$ cat config.mk
export PLATFORM = sky130hd
export DESIGN_NAME = sliding_sequence_window_bitmap_top
export DESIGN_NICKNAME = d
export VERILOG_FILES = /design/src/design/ssw_pkg.sv /design/src/design/ssw_queue.sv /design/src/design/ssw_front.sv /design/src/design/ssw_back.sv /design/src/design/sliding_sequence_window_bitmap_top.sv
export SDC_FILE = /design/constraint.sdc
export NUM_CORES = 1
export LEC_CHECK = 0
export CORE_ASPECT_RATIO = 1.5
export CORE_MARGIN = 4
export CORE_UTILIZATION = 45
export CTS_CLUSTER_SIZE = 10
export DETAILED_ROUTE_END_ITERATION = 7
export DONT_BUFFER_PORTS = 1
export PLACE_DENSITY = 0.63
export SYNTH_ARGS = -nofsm -noshare
export SYNTH_HDL_FRONTEND = slang
export SYNTH_SLANG_ARGS = --single-unit
$ cat constraint.sdc
create_clock -name clock -period 12.4 [get_ports clock]
set_input_delay 2.48 -clock clock [delete_from_list [all_inputs] [get_ports clock]]
set_output_delay 2.48 -clock clock [all_outputs]
set_load 0.03 [all_outputs]
$ cat src/design/ssw_pkg.sv
// Types and constants of the sliding sequence window bitmap.
package ssw_pkg;

   // default window size in 32-bit words
   localparam int WINDOW_WORDS_DEF = 8;
   // depth of the queue between front and back
   localparam int QUEUE_DEPTH = 2;
   localparam int SEQ_W = 32;

   // request kind codes on the input tuser
   localparam logic [1:0] KIND_TEST  = 2'd0;
   localparam logic [1:0] KIND_MARK  = 2'd1;
   localparam logic [1:0] KIND_CLEAR = 2'd2;

   typedef enum logic [1:0] {
      OP_TEST,
      OP_MARK,
      OP_CLEAR
   } op_type;

   typedef struct packed {
      op_type           op;
      logic [SEQ_W-1:0] seq;
   } queue_entry_type;

   typedef enum logic [2:0] {
      ST_IDLE,
      ST_LOOKUP,
      ST_UPDATE,
      ST_SWEEP,
      ST_SETFLAG
   } back_state_type;

endpackage

$ cat src/design/ssw_queue.sv
// Short FIFO of classified operations between front and back.
module ssw_queue (
   input  logic                      clock,
   input  logic                      reset,
   input  logic                      push,
   input  ssw_pkg::queue_entry_type  push_entry,
   output logic                      full,
   input  logic                      pop,
   output logic                      not_empty,
   output ssw_pkg::queue_entry_type  head_entry
);
   import ssw_pkg::*;

   localparam int PW = (QUEUE_DEPTH > 1) ? $clog2(QUEUE_DEPTH) : 1;
   localparam int CW = $clog2(QUEUE_DEPTH + 1);
   localparam logic [PW-1:0] LAST_SLOT = PW'(QUEUE_DEPTH - 1);
   localparam logic [CW-1:0] DEPTH_CNT = CW'(QUEUE_DEPTH);

   queue_entry_type slot_ff [QUEUE_DEPTH];
   logic [PW-1:0] wr_ptr_ff, wr_ptr_in;
   logic [PW-1:0] rd_ptr_ff, rd_ptr_in;
   logic [CW-1:0] count_ff, count_in;
   logic          do_push, do_pop;

   assign full       = (count_ff == DEPTH_CNT);
   assign not_empty  = (count_ff != '0);
   assign head_entry = slot_ff[rd_ptr_ff];
   assign do_push    = push && !full;
   assign do_pop     = pop && not_empty;

   // pointer and fill count update
   always_comb begin
      wr_ptr_in = wr_ptr_ff;
      rd_ptr_in = rd_ptr_ff;
      count_in  = count_ff;
      if (do_push) begin
         wr_ptr_in = (wr_ptr_ff == LAST_SLOT) ? '0 : wr_ptr_ff + 1'b1;
      end
      if (do_pop) begin
         rd_ptr_in = (rd_ptr_ff == LAST_SLOT) ? '0 : rd_ptr_ff + 1'b1;
      end
      if (do_push && !do_pop) begin
         count_in = count_ff + 1'b1;
      end else if (do_pop && !do_push) begin
         count_in = count_ff - 1'b1;
      end
   end

   always_ff @(posedge clock) begin
      if (reset) begin
         wr_ptr_ff <= '0;
         rd_ptr_ff <= '0;
         count_ff  <= '0;
      end else begin
         wr_ptr_ff <= wr_ptr_in;
         rd_ptr_ff <= rd_ptr_in;
         count_ff  <= count_in;
      end
   end

   // storage, no reset needed
   always_ff @(posedge clock) begin
      if (do_push) begin
         slot_ff[wr_ptr_ff] <= push_entry;
      end
   end

endmodule

$ cat src/design/ssw_front.sv
// Input side: takes request transfers and turns their kind into queue operations.
module ssw_front (
   input  logic                      req_tvalid,
   output logic                      req_tready,
   input  logic [31:0]               req_tdata,
   input  logic [1:0]                req_tuser,
   input  logic                      queue_full,
   input  logic                      init_busy,
   output logic                      push,
   output ssw_pkg::queue_entry_type  push_entry
);
   import ssw_pkg::*;

   logic take;
   logic known;

   // hold off while the queue is full or the bitmap is being cleared after reset
   assign req_tready = !queue_full && !init_busy;
   assign take       = req_tvalid && req_tready;

   // decode the kind; unused codes are consumed and dropped
   always_comb begin
      known          = 1'b1;
      push_entry.op  = OP_TEST;
      push_entry.seq = req_tdata;
      unique case (req_tuser)
         KIND_TEST:  push_entry.op = OP_TEST;
         KIND_MARK:  push_entry.op = OP_MARK;
         KIND_CLEAR: push_entry.op = OP_CLEAR;
         default:    known = 1'b0;
      endcase
   end

   assign push = take && known;

endmodule

$ cat src/design/ssw_back.sv
// Execution side: window bookkeeping, bitmap memory, sweeps and the result register.
module ssw_back #(
   parameter int WINDOW_WORDS = ssw_pkg::WINDOW_WORDS_DEF
) (
   input  logic                      clock,
   input  logic                      reset,
   input  logic                      queue_not_empty,
   input  ssw_pkg::queue_entry_type  head_entry,
   output logic                      pop,
   output logic                      init_busy,
   output logic                      rsp_valid,
   input  logic                      rsp_ready,
   output logic                      rsp_seen
);
   import ssw_pkg::*;

   localparam int AW = (WINDOW_WORDS > 1) ? $clog2(WINDOW_WORDS) : 1;
   localparam int CW = $clog2(WINDOW_WORDS + 1);
   localparam logic [AW:0]    WORDS_EXT = (AW+1)'(WINDOW_WORDS);
   localparam logic [AW-1:0]  LAST_WORD = AW'(WINDOW_WORDS - 1);
   localparam logic [CW-1:0]  WORDS_CNT = CW'(WINDOW_WORDS);
   localparam logic [26:0]    WORDS_27  = 27'(WINDOW_WORDS);
   localparam logic [26:0]    TOP_IDX   = 27'(WINDOW_WORDS - 1);
   localparam logic [31:0]    WIN_SPAN  = 32'(WINDOW_WORDS * 32);

   back_state_type state_ff, state_in;

   op_type        op_ff, op_in;
   logic [4:0]    bit_ff, bit_in;
   logic [31:0]   dist_ff, dist_in;
   logic [31:0]   floor_ff, floor_in;
   logic [AW-1:0] base_ff, base_in;
   logic [AW-1:0] ptr_ff, ptr_in;
   logic [CW-1:0] cnt_ff, cnt_in;
   logic [AW-1:0] top_ff, top_in;
   logic [AW-1:0] waddr_ff, waddr_in;
   logic          slide_ff, slide_in;
   logic          init_ff, init_in;
   logic          rsp_valid_ff, rsp_valid_in;
   logic          rsp_seen_ff, rsp_seen_in;

   // bitmap memory, one word per row, circular from base_ff
   logic [31:0]   mem [WINDOW_WORDS];
   logic [31:0]   rd_data_ff;
   logic          rd_en, wr_en;
   logic [AW-1:0] rd_addr, wr_addr;
   logic [31:0]   wr_data;

   // window classification of the item held in dist_ff
   logic          below, in_window, out_stall, take_next;
   logic [31:0]   to_ceil;
   logic [26:0]   word_idx, move;
   logic          move_all;
   logic [AW:0]   phys_sum, nbase_sum;
   logic [AW-1:0] phys, nbase;
   logic [31:0]   bit_mask;

   assign below     = dist_ff[31] && (dist_ff[30:0] != '0);
   assign to_ceil   = WIN_SPAN - dist_ff;
   assign in_window = !below && (to_ceil != '0) && !to_ceil[31];
   assign word_idx  = dist_ff[31:5];
   assign phys_sum  = {1'b0, base_ff} + {1'b0, word_idx[AW-1:0]};
   assign phys      = (phys_sum >= WORDS_EXT) ? AW'(phys_sum - WORDS_EXT) : phys_sum[AW-1:0];
   assign move      = word_idx - TOP_IDX;
   assign move_all  = (move >= WORDS_27);
   assign nbase_sum = {1'b0, base_ff} + {1'b0, move[AW-1:0]};
   assign nbase     = (nbase_sum >= WORDS_EXT) ? AW'(nbase_sum - WORDS_EXT)
                                               : nbase_sum[AW-1:0];
   assign bit_mask  = 32'd1 << bit_ff;
   assign out_stall = rsp_valid_ff && !rsp_ready;
   assign take_next = queue_not_empty;

   assign init_busy = init_ff;
   assign rsp_valid = rsp_valid_ff;
   assign rsp_seen  = rsp_seen_ff;

   // next state
   always_comb begin
      state_in = state_ff;
      unique case (state_ff)
         ST_IDLE: begin
            if (take_next) state_in = ST_LOOKUP;
         end
         ST_LOOKUP: begin
            unique case (op_ff)
               OP_TEST: begin
                  if (!out_stall) state_in = (below || !in_window) ? ST_IDLE : ST_UPDATE;
               end
               OP_MARK: begin
                  if (below)          state_in = ST_IDLE;
                  else if (in_window) state_in = ST_UPDATE;
                  else                state_in = ST_SWEEP;
               end
               OP_CLEAR: state_in = ST_SWEEP;
               default:  state_in = ST_IDLE;
            endcase
         end
         ST_UPDATE: begin
            state_in = take_next ? ST_LOOKUP : ST_IDLE;
         end
         ST_SWEEP: begin
            if (cnt_ff == CW'(1)) state_in = slide_ff ? ST_SETFLAG : ST_IDLE;
         end
         ST_SETFLAG: state_in = ST_IDLE;
         default:    state_in = ST_IDLE;
      endcase
   end

   // datapath and outputs
   always_comb begin
      op_in        = op_ff;
      bit_in       = bit_ff;
      dist_in      = dist_ff;
      floor_in     = floor_ff;
      base_in      = base_ff;
      ptr_in       = ptr_ff;
      cnt_in       = cnt_ff;
      top_in       = top_ff;
      waddr_in     = waddr_ff;
      slide_in     = slide_ff;
      init_in      = init_ff;
      rsp_valid_in = rsp_valid_ff && !rsp_ready;
      rsp_seen_in  = rsp_seen_ff;
      pop          = 1'b0;
      rd_en        = 1'b0;
      rd_addr      = phys;
      wr_en        = 1'b0;
      wr_addr      = ptr_ff;
      wr_data      = '0;

      unique case (state_ff)
         ST_IDLE: begin
            pop = take_next;
         end
         ST_LOOKUP: begin
            unique case (op_ff)
               OP_TEST: begin
                  if (!out_stall) begin
                     if (below || !in_window) begin
                        rsp_valid_in = 1'b1;
                        rsp_seen_in  = below;
                     end else begin
                        rd_en    = 1'b1;
                        waddr_in = phys;
                     end
                  end
               end
               OP_MARK: begin
                  if (!below && in_window) begin
                     rd_en    = 1'b1;
                     waddr_in = phys;
                  end else if (!below) begin
                     // slide up: clear the words that enter, then set the top flag
                     floor_in = floor_ff + {move, 5'd0};
                     ptr_in   = base_ff;
                     slide_in = 1'b1;
                     if (move_all) begin
                        cnt_in = WORDS_CNT;
                        top_in = (base_ff == '0) ? LAST_WORD : base_ff - 1'b1;
                     end else begin
                        cnt_in  = move[CW-1:0];
                        base_in = nbase;
                        top_in  = (nbase == '0) ? LAST_WORD : nbase - 1'b1;
                     end
                  end
               end
               OP_CLEAR: begin
                  floor_in = '0;
                  base_in  = '0;
                  ptr_in   = '0;
                  cnt_in   = WORDS_CNT;
                  slide_in = 1'b0;
               end
               default: ;
            endcase
         end
         ST_UPDATE: begin
            if (op_ff == OP_TEST) begin
               rsp_valid_in = 1'b1;
               rsp_seen_in  = rd_data_ff[bit_ff];
            end else begin
               wr_en   = 1'b1;
               wr_addr = waddr_ff;
               wr_data = rd_data_ff | bit_mask;
            end
            pop = take_next;
         end
         ST_SWEEP: begin
            wr_en   = 1'b1;
            wr_addr = ptr_ff;
            wr_data = '0;
            ptr_in  = (ptr_ff == LAST_WORD) ? '0 : ptr_ff + 1'b1;
            cnt_in  = cnt_ff - 1'b1;
            if (cnt_ff == CW'(1)) init_in = 1'b0;
         end
         ST_SETFLAG: begin
            wr_en   = 1'b1;
            wr_addr = top_ff;
            wr_data = bit_mask;
         end
         default: ;
      endcase

      // load the next operation from the queue
      if (pop) begin
         op_in   = head_entry.op;
         bit_in  = head_entry.seq[4:0];
         dist_in = head_entry.seq - floor_ff;
      end
   end

   // control registers
   always_ff @(posedge clock) begin
      if (reset) begin
         state_ff     <= ST_SWEEP;
         floor_ff     <= '0;
         base_ff      <= '0;
         ptr_ff       <= '0;
         cnt_ff       <= WORDS_CNT;
         slide_ff     <= 1'b0;
         init_ff      <= 1'b1;
         rsp_valid_ff <= 1'b0;
      end else begin
         state_ff     <= state_in;
         floor_ff     <= floor_in;
         base_ff      <= base_in;
         ptr_ff       <= ptr_in;
         cnt_ff       <= cnt_in;
         slide_ff     <= slide_in;
         init_ff      <= init_in;
         rsp_valid_ff <= rsp_valid_in;
      end
   end

   // payload registers
   always_ff @(posedge clock) begin
      op_ff       <= op_in;
      bit_ff      <= bit_in;
      dist_ff     <= dist_in;
      top_ff      <= top_in;
      waddr_ff    <= waddr_in;
      rsp_seen_ff <= rsp_seen_in;
   end

   // bitmap memory ports
   always_ff @(posedge clock) begin
      if (wr_en) begin
         mem[wr_addr] <= wr_data;
      end
      if (rd_en) begin
         rd_data_ff <= mem[rd_addr];
      end
   end

endmodule

$ cat src/design/sliding_sequence_window_bitmap_top.sv
// Sliding sequence window bitmap: duplicate tracker over WINDOW_WORDS x 32 sequence flags.
// A request carries a 32-bit wrapping sequence number in tdata and its kind in tuser
// (test, mark, clear; other codes are consumed and ignored). Only a test returns a
// response, one bit in rsp_tdata[0]. A test or a mark that falls inside the window
// goes through a memory read in the back end, then the result or write-back, and the
// next item is taken from the queue with that second step; a test outside the window
// answers with no memory read. A mark above the window clears the words that enter,
// one memory row per cycle, then sets its flag in the top word; a clear clears every
// word of the window. After reset a clearing pass over all words of the window
// runs while req_tready stays low. A two-entry queue separates request intake from
// execution, and the response register lets the next item be taken while a result waits.
module sliding_sequence_window_bitmap_top #(
   parameter int WINDOW_WORDS = ssw_pkg::WINDOW_WORDS_DEF
) (
   input  logic        clock,
   input  logic        reset,
   input  logic        req_tvalid,
   output logic        req_tready,
   input  logic [31:0] req_tdata,   // [31:0] seq_number
   input  logic [1:0]  req_tuser,   // [1:0] kind
   output logic        rsp_tvalid,
   input  logic        rsp_tready,
   output logic [7:0]  rsp_tdata    // [0] is_seen, [7:1] zero
);
   import ssw_pkg::*;

   queue_entry_type push_entry, head_entry;
   logic            push, queue_full, queue_not_empty, pop;
   logic            init_busy, rsp_seen;

   ssw_front u_front (
      .req_tvalid (req_tvalid),
      .req_tready (req_tready),
      .req_tdata  (req_tdata),
      .req_tuser  (req_tuser),
      .queue_full (queue_full),
      .init_busy  (init_busy),
      .push       (push),
      .push_entry (push_entry)
   );

   ssw_queue u_queue (
      .clock      (clock),
      .reset      (reset),
      .push       (push),
      .push_entry (push_entry),
      .full       (queue_full),
      .pop        (pop),
      .not_empty  (queue_not_empty),
      .head_entry (head_entry)
   );

   ssw_back #(
      .WINDOW_WORDS (WINDOW_WORDS)
   ) u_back (
      .clock           (clock),
      .reset           (reset),
      .queue_not_empty (queue_not_empty),
      .head_entry      (head_entry),
      .pop             (pop),
      .init_busy       (init_busy),
      .rsp_valid       (rsp_tvalid),
      .rsp_ready       (rsp_tready),
      .rsp_seen        (rsp_seen)
   );

   assign rsp_tdata = {7'd0, rsp_seen};

endmodule

; ---- Word level (Yosys, flattened, before mapping)
; Memory sizes are Yosys's and may differ from the RTL's. A register that Yosys moved wholly into a read port is not among the register bits.
; Cells that the tools add are included.
[word_totals]
register_bits = 98
ram_bits = 324
input_bits = 38
out_inout_bits = 10
wordCells = 190
mem_count = 2
[memory_table]
columns = memory, words, width, read_ports, rd_clocked_by_memory_dff, wr, line
row1 = u_back.mem, 8, 32, 1, 1, 1, ssw_back.sv:43  ; logic [31:0] mem [WINDOW_WORDS];
row2 = u_queue.slot_ff, 2, 34, 1, 1, 1, ssw_queue.sv:19  ; queue_entry_type slot_ff [QUEUE_DEPTH];
[op_classes]
add_sub_neg = 16
magnitude_cmp = 4
n_eq_ne = 27
n_shift = 1
muxes = 75
bitwise_logic = 3
reduce_logical = 45
[ops]
columns = cell, n
row1 = $pmux W32 S2, 2
row2 = $mux W32, 3
row3 = $mux W3, 20
row4 = $add A32 B32 Y32, 1
row5 = $or A32 B32 Y32, 1
row6 = $reduce_bool A32 Y1, 1
row7 = $shl A1 B5 Y32 const A, 1
row8 = $sub A32 B32 Y32, 1
row9 = $sub A9 B32 Y32 const A, 1
row10 = $reduce_bool A31 Y1, 1
row11 = $pmux W3 S2, 5
row12 = $mux W1, 28
row13 = $ge A27 B4 Y1 const B, 1
row14 = $sub A27 B3 Y27 const B, 1
row15 = $pmux W4 S2, 2
row16 = $reduce_and A5 Y1, 3
row17 = $logic_and A1 B1 Y1, 12
row18 = $mux W4, 3
row19 = $ne A2 B1 Y1 const B, 6
row20 = $ne A2 B2 Y1 const B, 6
row21 = $pmux W3 S4, 1
row22 = $reduce_and A4 Y1, 3
row23 = $reduce_bool A2 Y1, 6
row24 = $sub A3 B1 Y3 const B, 4
row25 = other kinds (30), 58

; ---- Logic depth before layout (Yosys ltp)
[depth]
depth_word = 11
depth_mapped = 15
ltp_nobuf = 15

; ---- Hierarchy
; A second synthesis with hierarchy kept.
[hier_totals]
cells_unflattened = 1567
area_unflattened_um2 = 21604.5
[modules_own_cells]
columns = mod, instances, cells_per_inst, area_per_inst_um2, seq_area_each_um2
row1 = ssw_back, 1, 1390, 18606.6, 10860.4
row2 = ssw_queue, 1, 131, 2665.1, 2142.1
row3 = ssw_front, 1, 37, 269.0, 0.0
row4 = sliding_sequence_window_bitmap_top, 1, 9, 63.8, 0.0

; ---- Worst setup path after synthesis
; No wires, ideal clock.
[synth_timing]
path_kind = in2reg
startpoint = input port req_tuser[1]
endpoint = memory u_queue.slot_ff[0][0] (netlist bit), enable pin
setup_time_ns = 0.429
arrival_time_ns = 4.300
t_required_ns = 11.971
slack_ns = 7.671
stages = 3
path_buffers = 0
path_cell_list = nand2_1 > and3_1 > nor2b_1
[synth_via]
elab_chain_cells = 7
elab_cells_between_ends = 9
classes_between = eq/ne: 2 / mux: 3 / reduce/logical: 4
[synth_lines]
columns = element, line
row1 = "start, declared", sliding_sequence_window_bitmap_top.sv:20  ; input logic [1:0] req_tuser,
row2 = "$eq A2 B1 Y1, or another cell as far along", ssw_front.sv:26  ; unique case (req_tuser)
row3 = $reduce_or A3 Y1 (no line) *, --
row4 = $mux W1 *, ssw_front.sv:26
row5 = $logic_and A1 B1 Y1 *, ssw_front.sv:34  ; assign push = take && known;
row6 = $logic_and A1 B1 Y1 *, ssw_queue.sv:28  ; assign do_push = push && !full;
row7 = named net u_queue.do_push, ssw_queue.sv:23  ; logic do_push, do_pop;
row8 = $mux W1 *, ssw_queue.sv:63  ; if (do_push) begin
row9 = $mux W1 (implied by the code) *, ssw_queue.sv:64  ; slot_ff[wr_ptr_ff] <= push_entry;
row10 = "end, declared", ssw_queue.sv:19
; The timed path passes the listed nets; every way through them passes the cells marked *.

; ---- Final worst setup path
[layout_timing]
startpoint = register u_back.dist_ff[0]
endpoint = register u_back.floor_ff[29]
[layout_via]
elab_chain_cells = 8
elab_cells_between_ends = 12
classes_between = add/sub: 1 / eq/ne: 2 / reduce/logical: 9
[layout_lines]
columns = element, line
row1 = "start, declared", ssw_back.sv:30  ; logic [31:0] dist_ff, dist_in;
row2 = "start signal, assigned", ssw_back.sv:239  ; dist_ff <= dist_in;
row3 = branches (longest 7 deep; another with $sub A9 B32 Y32), --
row4 = $reduce_and A4 Y1 (no line) *, --
row5 = "end signal, assigned", ssw_back.sv:225  ; floor_ff <= floor_in;
row6 = "end, declared", ssw_back.sv:31  ; logic [31:0] floor_ff, floor_in;
; Mark *: on every way between the ends.
; A chain may end at the register's enable or synchronous reset.

==> run_results.csv <==
group,metric,value,unit
sta,skew,0.02368,ns
placement,hpwl,35200,µm
placement,portBuffers,0,
clock_network,clkLatencyLatePin,0.59,ns
sta,hold_violations,0,
setup_path,critical_path.startpoint_type,"flip-flop",
run,max-cap-violations,0,
synthesis,yosysTopAreaCellShare,54.98,%
detailed_routing,first_pass_iters,7,
detailed_routing,drt_iter0_markers,949,
detailed_routing,viasPerCell,5.866,
detailed_routing,wl_per_cell,22.82,µm
detailed_routing,final_antenna_net_count,0,
floorplan,io_pins,48,
synthesis,ys_top_cells_by_count,"edfxtp_1 (401), nor2_1 (100), nand2_1 (89)",
synthesis,ys_warn_count,0,
clock_network,cts_setup_buffers,0,
synthesis,synth_edf_count,401,
setup_path,crit_arrival,5.35,ns
final_layout,num_antenna_cells,0,
final_layout,fill_cells,4096,
floorplan,die_area,52340,µm²
floorplan,initial_core_util,45.69,%
pwr,p_leak,8.024,nW
synthesis,yosys.cell_count.top_type,"edfxtp_1",
pwr,cellPowerDensity,167.0,nW/µm²
final_layout,nNetsFinal,1720,
floorplan,die_w,188.1,µm
setup_path,path_class,"flip-flop to flip-flop",
grt,overflow,0,
clock_network,ctsHoldBuffers,0,
final_layout,seq_area,13000,µm²
clock_network,htreeDepth,2,
detailed_routing,drc_errors,0,
sta,hold_ws,0.4723,ns
clock_network,cts_sinks,449,
sta,finalCritPeriodShare,39.29,%
sta,relSlewSlack,13.88,%
floorplan,rows,98,
clock_network,cts_inserted_buffers,51,
synthesis,netlist-cell-type-count,84,
synthesis,avgSynthCellArea,13.60,µm²
clock_network,clockRootBuffer,"clkbuf_16",
run_status,outcome,"finished clean",
floorplan,coreArea,47940,µm²
clock_network,clockBufferDepth,3,
synthesis,synth_flop_cell,"edfxtp_1",
floorplan,die_h,278.2,µm
synthesis,synth_area_leaders,"edfxtp_1 (55%), mux4_2 (7.6%), dfxtp_1 (4.4%), ha_1 (4.1%), mux2_2 (3.7%)",
synthesis,yosys.area.top_type,"edfxtp_1",
final_layout,drive_gt1_share,16.08,%
setup_path,cp.required,12.88,ns
synthesis,netlist_area,21900,µm²
sta,fin_setup_tns,0,ns
sta,max_freq,205.3,MHz
clock_network,cts_resized,0,
hold_path,holdCritPathClass,"flip-flop to flip-flop",
setup_path,crit_fanout,18,
clock_network,cts_tree,"yes",
sta,rsz0062_at_grt,"false",
sta,tightestPinTransition,1.286,ns
clock_network,path_clk_slew,0.06,ns
grt,antenna_found_initial,1,
synthesis,netlist_instances,1610,
sta,setup_violations,0,
synthesis,ys_seq_elements,449,
synthesis,yosysSeqAreaShare,59.36,%
detailed_routing,route.vias.total,13410,
detailed_routing,wirelength,52170,µm
grt,grt_use_total,19.90,%
grt,grt_pass1_wl,81280,µm
pwr,vdd_drop_max,123.3,µV
sta,slew_viol_final,0,
grt,grt_max_degree,66,
placement,gp_congestion,0.9139,
grt,grt_pass1_vias,14110,
final_layout,area_growth,9.997,%
final_layout,multi_input_area,8356,µm²
final_layout,utilization,50.25,%
sta,post-route-min-period,4.872,ns
synthesis,synth-async-reset-ratio,0,%
setup_path,endpoint_kind,"flip-flop",
-- critical path, cell delays in order, from the launching register on --
cell,delay [ns]
edfxtp_1,0.83
or4_1,0.73
o21ai_1,0.75
nand3_1,0.25
a211o_1,0.33
a2111oi_2,0.30
a31oi_1,0.23
nor2_1,0.61
buf_4,0.30
nor2_1,0.16
a22o_1,0.26
-- cell type report --
class / count / area share [%]
repair buffers: 21 / 0.6543
clock inverters: 4 / 0.3479
flip-flops and latches: 449 / 53.97
clock buffers: 77 / 5.785
multi-input cells: 1009 / 34.68
well taps: 650 / 3.376
inverters: 76 / 1.184
-- logic make-up (layout without fill, tap and decap cells) --
logic type      count (synthesis)  in the layout  share of synthesized area, %
flops                         449            449                         59.36
simple gates                  415            415                         9.951
compound gates                287            287                         8.837
buf+inv                       159            178                         3.010
mux                           154            154                         11.68
fa+ha+maj                      74             74                         4.330
xor+xnor                       70             70                         2.799
other cells                     2              9                       0.03429
-- metal layers --
layer | GRT usage (%) | up-vias | part of all wire, %
li1 | - | 6199 | -
met1 | 21.67 | 6769 | 36
met2 | 37.96 | 311 | 55
met3 | 2.673 | 130 | 3.9
met4 | 9.190 | 0 | 5.0
met5 | 0 | - | 0
-- sequential cells by signal, summed over array words and instances (netlist names), named ones only --
register,flops
u_back.init_busy,1
u_back.top_ff,3
u_back.cnt_ff,4
u_back.floor_ff,27
u_back.slide_ff,1
u_back.rsp_valid,1
u_back.ptr_ff,3
u_queue.rd_ptr_ff,1
u_queue.wr_ptr_ff,1
u_queue.slot_ff,68
u_back.waddr_ff,3
u_back.dist_ff,32
u_queue.count_ff,2
u_back.state_ff,3
u_back.mem,256
u_back.op_ff,2
u_back.rsp_seen,1
u_back.rd_data_ff,32
u_back.bit_ff,4
u_back.base_ff,3
-- per-stage QoR --
stage                     instances  area [µm²]  setup WS [ns]  power (W)
after global routing           2286       24090          7.251   0.004209
after CTS                      2286       24090          7.502   0.004076
after detailed placement       2205       22620          7.532   0.002707
after floorplan                1617       21930          7.671   0.002480
final                          2286       24090          7.528   0.004024
after global placement         2205       22620          7.585   0.002683
-- cell usage in the layout, fill, tap and decap left out, types with 8 or more instances in the layout --
| cell type | count |
|---|---|
| edfxtp_1 | 401 |
| nor2_1 | 95 |
| nand2_1 | 89 |
| inv_1 | 76 |
| a21oi_1 | 76 |
| mux4_2 | 74 |
| mux2_2 | 72 |
| ha_1 | 70 |
| o21ai_0 | 53 |
| clkbuf_16 | 51 |
| dfxtp_1 | 47 |
| xnor2_1 | 44 |
| nor3_1 | 41 |
| nand3_1 | 27 |
| xor2_1 | 25 |
| clkbuf_1 | 24 |
| nor2b_1 | 21 |
| buf_4 | 21 |
| a21o_1 | 20 |
| nand4_1 | 18 |
| a22o_1 | 18 |
| nor4_1 | 16 |
| or3_1 | 14 |
| nand2b_1 | 12 |
| a31oi_1 | 11 |
| or4_1 | 11 |
| a211oi_1 | 10 |
| o211ai_1 | 9 |
| and2_1 | 9 |
| o31ai_1 | 9 |
| conb_1 | 9 |
| and3_1 | 8 |
| mux2i_1 | 8 |
| o21bai_1 | 8 |
| o21a_1 | 8 |
-- path summary, 6_finish.rpt --
path	startpoint	to	slack, ns	cells after the start
min reg2reg	u_back.floor_ff[13]$_SDFFE_PP0P_	u_back.floor_ff[13]$_SDFFE_PP0P_	0.47	2
max	u_back.dist_ff[0]$_DFFE_PP_	u_back.floor_ff[29]$_SDFFE_PP0P_	7.53	10
max reg2reg	u_back.dist_ff[0]$_DFFE_PP_	u_back.floor_ff[29]$_SDFFE_PP0P_	7.53	10
min	u_back.floor_ff[13]$_SDFFE_PP0P_	u_back.floor_ff[13]$_SDFFE_PP0P_	0.47	2
-- report_power, final --
part           internal, W  switching (W)
sequential         0.00193      0.0000711
clock             0.000772       0.000586
combinational     0.000250       0.000418
Note: power is estimated with default switching activity, not from simulation.
